--- config.mk ---
export PLATFORM = sky130hd
export DESIGN_NAME = ffha_ram
export DESIGN_NICKNAME = d
export VERILOG_FILES = /design/src/ffha_ram.sv
export SDC_FILE = /design/constraint.sdc
export NUM_CORES = 1
export LEC_CHECK = 0
export BUFFER_PORTS_ARGS = -buffer_cell sky130_fd_sc_hd__buf_2
export CAP_MARGIN = 20
export CORE_UTILIZATION = 63
export CTS_CLUSTER_DIAMETER = 120
export DETAILED_ROUTE_END_ITERATION = 16
export PLACE_DENSITY = 0.82
export SLEW_MARGIN = 20
export SYNTH_ARGS = -nofsm -noshare
export SYNTH_HDL_FRONTEND = slang
export SYNTH_SLANG_ARGS = --single-unit
--- constraint.sdc ---
create_clock -name clk -period 4.4 [get_ports clk]
set_clock_uncertainty 0.1 [all_clocks]
set_input_delay 0.22 -clock clk [delete_from_list [all_inputs] [get_ports clk]]
set_output_delay 0.22 -clock clk [all_outputs]
set_load 0.02 [all_outputs]
--- src/ffha_ram.sv ---
// generic single-port-write ram with registered read
module ffha_ram #(
  parameter int W = 8,
  parameter int D = 16
) (
  input  logic                 clk,
  input  logic                 we,
  input  logic [$clog2(D)-1:0] waddr,
  input  logic [W-1:0]         wdata,
  input  logic [$clog2(D)-1:0] raddr,
  output logic [W-1:0]         rdata
);

  logic [W-1:0] mem [D];

  always_ff @(posedge clk) begin
    if (we) begin
      mem[waddr] <= wdata;
    end
    rdata <= mem[raddr];
  end

endmodule

Word level (Yosys, flattened, before mapping)
Memory sizes are Yosys's and may differ from the RTL's. A register that Yosys moved wholly into a read port is not among the register bits.
Index checks and enable logic that the tools add are counted.
Widths: inputs -> output; s select.
{ "totals": {"output_inout_bits": 8, "reg_bits": 0, "romBits": 0, "n_memories": 1, "ramBits": 128, "in_bits": 18, "latchBits": 0, "word_cells": 3} }
{ "mem_list": {"columns": ["name", "words", "width", "read_ports", "rd_ports_with_merged_regs", "write_ports", "line_no", "rtl"], "rows": [
  ["mem", 16, 8, 1, 1, 1, "14", "logic [W-1:0] mem [D];"]
]} }
{ "classes": {"n_mul": 0, "n_bitwise": 0, "reduce_logical": 0, "add_sub_neg": 0, "muxes": 2, "order_cmp": 0, "n_shift": 0, "div": 0, "n_eq_ne": 0} }
{ "ops": {"columns": ["operator", "count"], "rows": [
  ["$mux 1", 2]
]} }

Logic depth before layout (Yosys ltp)
Gate-level depths: netlist of the first run.
{ "logic_depth": {"depth_word": 2, "depth_mapped": 5, "mapped_depth_nobuf": 3} }

Least setup slack after synthesis of the first run
OpenSTA, ideal clock, no wires.
{ "synth_timing": {"path_kind": "input port to flip-flop", "start": "input waddr[2]", "end": "memory mem[0][0], enable pin", "n_path_buf": 0, "path_stages": 2, "path_slack_ps": 2587, "setup_time_ps": 383, "t_required_ps": 3917, "t_arrival_ps": 1330, "cell_sequence": "or3b_2 > nor3_1"} }
{ "synth_rtl": {"columns": ["element", "line_no", "rtl"], "rows": [
  ["from (decl)", "8", "input logic [$clog2(D)-1:0] waddr,"],
  ["to (decl)", "14", null]
]} }
No word-level cell before the write port.

==> reports/metrics.yaml, run 1 <==
drt:
  route.vias.total: 2507
  drt_iter0_markers: 228
  drt_first_pass_iters: 5
  antenna_left: 0
  avgRoutedWirePerCell_um: 25.63
  avgViaCountPerCell: 6.461
  wirelength_um: 9944
  route.detailed.drc: 0
sta:
  fmax_mhz: 553.2
  fin_crit_ps: 1808
  timing.final.crit_share_pct: 41.08
  tns_ps: 0
  finalSetupViolCount: 0
  slew_headroom_pct: 31.15
  slew_viol_final: 0
  finalHoldViolCount: 0
  worst_pin_slew_ps: 1033
  grt_setup_unrepaired: "no"
  holdWs_ps: 14.42
floorplan:
  dieWidth_um: 92.39
  die_h_um: 92.39
  die_area_mm2: 0.008536
  initial_utilization_pct: 65.93
  coreArea_mm2: 0.007807
  ios: 26
  rows: 32
logic_synthesis:
  yosys.area.top_type_share_pct: 74.67
  syn-cell-area_mm2: 0.005147
  synth_top_area_cell: "edfxtp_1"
  syn_inst: 229
  synth-edff-count: 128
  syn-num-nets: 247
  synth_cell_type_count: 19
  ys_seq_area_share_pct: 77.78
  synthTopCellsByCount: "128 x edfxtp_1, 18 x mux4_2, 16 x a22oi_1"
  synthFlopType: "edfxtp_1"
  post-synth-top-count-cell: "edfxtp_1"
  async_flop_share_pct: 0
  synth.top_cells.by_area: "edfxtp_1 75%, mux4_2 7.9%, mux4_1 7.1%"
  yosysWarnings: 0
  syn_area_per_cell_um2: 22.48
  synth_seq_cells: 136
cts:
  cts_buffers: 17
  insertion_delay_ps: 510
  clk_pin_slew_ps: 60
  cts-root-buf: "clkbuf_8"
  cts_tree: "done"
  h-tree-depth: 4
  cts_setup_buffers: 0
  cts_sinks: 136
  ctsLongestPathBuffers: 2
finish:
  multiInputGateArea_mm2: 0.001062
  fillerInstances: 405
  area_delta_synth_final_pct: 16.65
  drive_above_1_share_pct: 27.62
  fin_area_mm2: 0.006005
  insertedDiodeCount: 0
  fin_nets: 291
  regArea_mm2: 0.004004
pwr:
  powerDensity_mw_per_mm2: 498.8
  clkPwrFrac_pct: 46.6
  seqPwrFrac_pct: 48.7
  swShare_pct: 20.82
  p_comb_share_pct: 4.7
  netSwitchingPower_mw: 0.6236
  p_leak_nw: 2.022
  intPower_mw: 2.372
  ir_worst_vdd_v: 0.0003917
global_routing:
  grt_overflow_total: 0
  grt_max_degree: 33
  grtUsageTotal_pct: 25.87
  grt_pass1_wl_um: 14900
  antenna_found_initial: 0
  grt_pass1_vias: 2516
worst_setup_path:
  worst-path-buf-inv: 1
  path_max_fanout: 32
  crit_type: "input port to register"
  required_ps: 4690
  crit_chain: "buf_2, mux4_1, a22oi_1, nand2_1"
  crit_path_start_kind: "input port"
  end_kind: "register"
  slowest_delay_ps: 770
  slowest_stage: "buf_2"
  cp_top_family: "buffers and inverters"
  crit_arrival_ps: 2090
place:
  portBuffers: 25
  postPlaceCellArea_mm2: 0.005341
  place_congestion: 0.7515
  hpwlAfterDp_um: 5531
run_status:
  status: "completed"
flow_run:
  drv_cap: 0
worst_hold_path:
  hp-class: "input port to register"
[final cells by class]
type / count / share of cell area, %
flip-flops and latches: 136 / 66.68
clock inverters: 14 / 2.917
multi-input cells: 83 / 17.69
well taps: 102 / 2.125
clock buffers: 18 / 6.960
repair buffers: 35 / 3.626
[routing by layer]
layer	track usage, %	vias up	part of all wire [%]
li1	-	1061	-
met1	35.79	1287	40
met2	40.12	143	51
met3	5.419	16	7.3
met4	12.50	0	2.1
met5	0	-	0
[flip-flops by register name, summed over array words and instances (netlist names)]
signal / cells
mem: 128
rdata: 8
[path summary, 6_finish.rpt]
check | from | end | slack [ps] | cells after the start
setup / recovery | raddr[0] | rdata[2] | 2590 | 4
hold / removal | wdata[3] | mem[5][3] | 10 | 1
setup reg to reg | mem[3][2] | rdata[2] | 2870 | 3
hold reg to reg | mem[12][7] | rdata[7] | 590 | 3
[stage by stage]
step | total power [mW] | setup slack, ps | util [%] | cells
after global routing | 3.065 | 2437 | 76.91 | 388
after floorplan | 1.566 | 2587 | - | 229
final | 2.995 | 2592 | 76.91 | 388
after global placement | 1.613 | 2065 | 68.35 | 349
after CTS | 3.004 | 2574 | 76.91 | 388
after detailed placement | 1.620 | 2096 | 68.41 | 349
[timing repair]
action,CTS,global route
resized for setup,0,0
setup endpoints to repair,0,0
hold endpoints to repair,102,0
hold buffers,7,0
[cell families (layout without fill, tap and decap cells)]
| family | after synthesis | count (layout) | share of synthesized area [%] |
|---|---|---|---|
| AOI/OAI and AO/OA | 16 | 16 | 2.334 |
| buffers and inverters | 10 | 67 | 1.677 |
| DFF | 136 | 136 | 77.78 |
| muxes | 32 | 32 | 15.02 |
| and+or+nand+nor | 35 | 35 | 3.184 |
[power by group through the flow]
stage | clock [mW] | combinational [mW] | sequential [mW]
final | 1.40 | 0.141 | 1.46
after global routing | 1.45 | 0.152 | 1.46
after CTS | 1.40 | 0.143 | 1.46
after detailed placement | 0 | 0.135 | 1.48
after global placement | 0 | 0.131 | 1.48
after floorplan | 0 | 0.0735 | 1.49
[placed cells by master, fill, tap and decap left out, types with 2 or more instances in the layout]
| cell type | n |
|---|---|
| a22oi_1 | 16 |
| buf_2 | 25 |
| buf_4 | 3 |
| bufinv_16 | 3 |
| clkbuf_16 | 16 |
| clkinv_2 | 2 |
| clkinv_4 | 4 |
| clkinvlp_4 | 3 |
| dfxtp_1 | 8 |
| dlygate4sd3_1 | 7 |
| edfxtp_1 | 128 |
| inv_6 | 2 |
| mux4_1 | 14 |
| mux4_2 | 18 |
| nand2_1 | 9 |
| nand2b_1 | 2 |
| nand3b_1 | 2 |
| nor2_1 | 13 |
| nor3_1 | 3 |
(Power assumes the default switching activity.)
==> inputs of run 2 (changes only) <==
Settings changed: CORE_UTILIZATION 63 to 54, PLACE_DENSITY 0.82 to 0.74.
Clock period 4.4 ns to 1.6 ns, I/O delays scaled along.
==> run 2 against run 1 <==
Critical path depth is 1 lower. Register-to-register slack worse by 2800 ps. Largest power group is now the clock network. Worst hold slack better by 25 ps. Critical path type is now register to register. Clock power grew to 2.9 times the previous value. First-iteration DRC count is 40% lower.
==> reports/metrics.yaml, run 2 (same netlist as run 1, synthesis figures left out) <==
worst_setup_path:
  path_max_fanout: 1  # was 32
  crit_path_start_kind: "register"  # was input port
  required_ps: 1890  # was 4690 ps
  end_kind: "register"  # unchanged
  crit_arrival_ps: 1790  # was 2090 ps
  crit_type: "register to register"  # was input port to register
floorplan:
  die_h_um: 99.64  # was 92.39 um
  die_area_mm2: 0.009927  # was 0.008536 mm^2
  dieWidth_um: 99.64  # was 92.39 um
  initial_utilization_pct: 55.71  # was 65.93%
  rows: 35  # was 32
  coreArea_mm2: 0.009240  # was 0.007807 mm^2
  ios: 26  # unchanged
pwr:
  intPower_mw: 6.833  # was 2.372 mW
  powerDensity_mw_per_mm2: 1352  # was 498.8 mW/mm^2
  netSwitchingPower_mw: 1.614  # was 0.6236 mW
  swShare_pct: 19.10  # was 20.82%
  clkPwrFrac_pct: 47.7  # was 46.6%
  p_leak_nw: 2.151  # was 2.022 nW
  ir_worst_vdd_v: 0.0008148  # was 0.0003917 V
  p_comb_share_pct: 4.9  # was 4.7%
  seqPwrFrac_pct: 47.4  # was 48.7%
finish:
  fin_nets: 310  # was 291
  reg_top3: "mem (128), rdata (8)"  # unchanged
  insertedDiodeCount: 0  # unchanged
  largest_reg_flops: 128  # unchanged
  fin_cells: 434  # was 388
  post-route-util_pct: 67.64  # was 76.91%
  most-common-layout-cells: "128 x edfxtp_1, 25 x buf_2, 18 x mux4_2, 18 x buf_4"  # was 128 x edfxtp_1, 25 x buf_2, 18 x mux4_2
  top_register: "mem"  # unchanged
  area_delta_synth_final_pct: 21.41  # was 16.65%
  final_common_cell: "edfxtp_1"  # unchanged
  drive_above_1_share_pct: 30.82  # was 27.62%
  fin_area_mm2: 0.006250  # was 0.006005 mm^2
  fillerInstances: 591  # was 405
sta:
  timing.final.crit_share_pct: 93.89
  tns_ps: 0  # unchanged
  slew_headroom_pct: 73.77  # was 31.15%
  fmax_mhz: 665.7
  fin_crit_ps: 1502
  finalHoldViolCount: 0  # unchanged
  slew_viol_final: 0  # unchanged
  finalSetupViolCount: 0  # unchanged
  worst_pin_slew_ps: 393.4  # was 1033 ps
  setup_ws_ps: 97.83  # was 2592 ps
  grt_setup_unrepaired: "no"  # unchanged
global_routing:
  grt_pass1_vias: 2526  # was 2516
  grt_pass1_wl_um: 14010  # was 14900 um
  grtUsageTotal_pct: 20.84  # was 25.87%
  antenna_found_initial: 0  # unchanged
  grt_max_degree: 33  # unchanged
  grt_overflow_total: 0  # unchanged
cts:
  cts-root-buf: "clkbuf_8"  # unchanged
  cts_sinks: 136  # unchanged
  ctsLongestPathBuffers: 2  # unchanged
  cts_resized: 0  # unchanged
  insertion_delay_ps: 510  # about the same
  clk_pin_slew_ps: 60  # about the same
  cts_buffers: 17  # unchanged
  cts_tree: "done"  # unchanged
  h-tree-depth: 4  # unchanged
drt:
  avgViaCountPerCell: 5.818  # was 6.461
  route.detailed.drc: 0  # unchanged
  route.vias.total: 2525  # was 2507
  antenna_left: 0  # unchanged
  avgRoutedWirePerCell_um: 21.14  # was 25.63 um
  drt_iter0_markers: 137  # was 228
  drt_first_pass_iters: 4  # was 5
  wirelength_um: 9176  # was 9944 um
place:
  hpwlAfterDp_um: 5716  # was 5531 um
  portBuffers: 25  # unchanged
  place_congestion: 0.7012  # was 0.7515
  dp_cells: 394  # was 349
  postPlaceCellArea_mm2: 0.005548  # was 0.005341 mm^2
  place_ws_ps: 17.89  # was 2096 ps
run_status:
  status: "completed"  # unchanged
worst_hold_path:
  hp-class: "input port to register"  # unchanged
flow_run:
  drv_cap: 0  # unchanged
-- run 2: stage by stage --
| stage | total power, mW | hold WS [ps] |
|---|---|---|
| 3_3_place_gp | 4.464 | 367.8 |
| 6_report | 8.447 | 38.93 |
| 4_1_cts | 8.493 | 16.17 |
| 2_1_floorplan | 4.306 | 78.87 |
| 3_5_place_dp | 4.478 | 369.3 |
| 5_1_grt | 8.690 | 35.05 |
-- run 2: worst max-delay path, stage by stage (launching register included) --
cell      delay [ps]
edfxtp_1         380
mux4_1           540
a22oi_1          250
nand2_1          110
-- run 2: path summary, 6_finish.rpt --
| kind | start | endpoint | slack [ps] | cells after the start |
|---|---|---|---|---|
| hold / removal | waddr[0] | mem[0][5] | 40 | 3 |
| hold reg to reg | mem[14][1] | rdata[1] | 580 | 3 |
| setup reg to reg | mem[2][5] | rdata[5] | 100 | 3 |
| setup / recovery | mem[2][5] | rdata[5] | 100 | 3 |
-- run 2: what timing repair did --
action                                 4_1_cts  5_1_grt
hold buffers                                 8        0
endpoints found under the hold margin      128        0
setup buffers                                0        0
-- run 2: metal layers --
layer	routed length, um	global-route usage [%]
met5	0	0
met1	3874	26.84
met4	242	10.75
met2	4668	33.17
met3	392	5.411
-- run 2: power by group through the flow --
stage	Sequential [mW]	Combinational (mW)	Clock [mW]
4_1_cts	4.01	0.416	4.07
5_1_grt	4.01	0.440	4.24
6_report	4.01	0.411	4.03
3_3_place_gp	4.08	0.387	0
3_5_place_dp	4.08	0.397	0
2_1_floorplan	4.10	0.202	0
-- run 2: final cells by class --
class	count	area, um^2	area share [%]
Timing Repair Buffer	54	400.4	6.406
Tap cell	129	161.4	2.583
Multi-Input combinational cell	83	1062	17.00
Clock buffer	18	417.9	6.687
Clock inverter	14	203.9	3.263
Sequential cell	136	4004	64.06
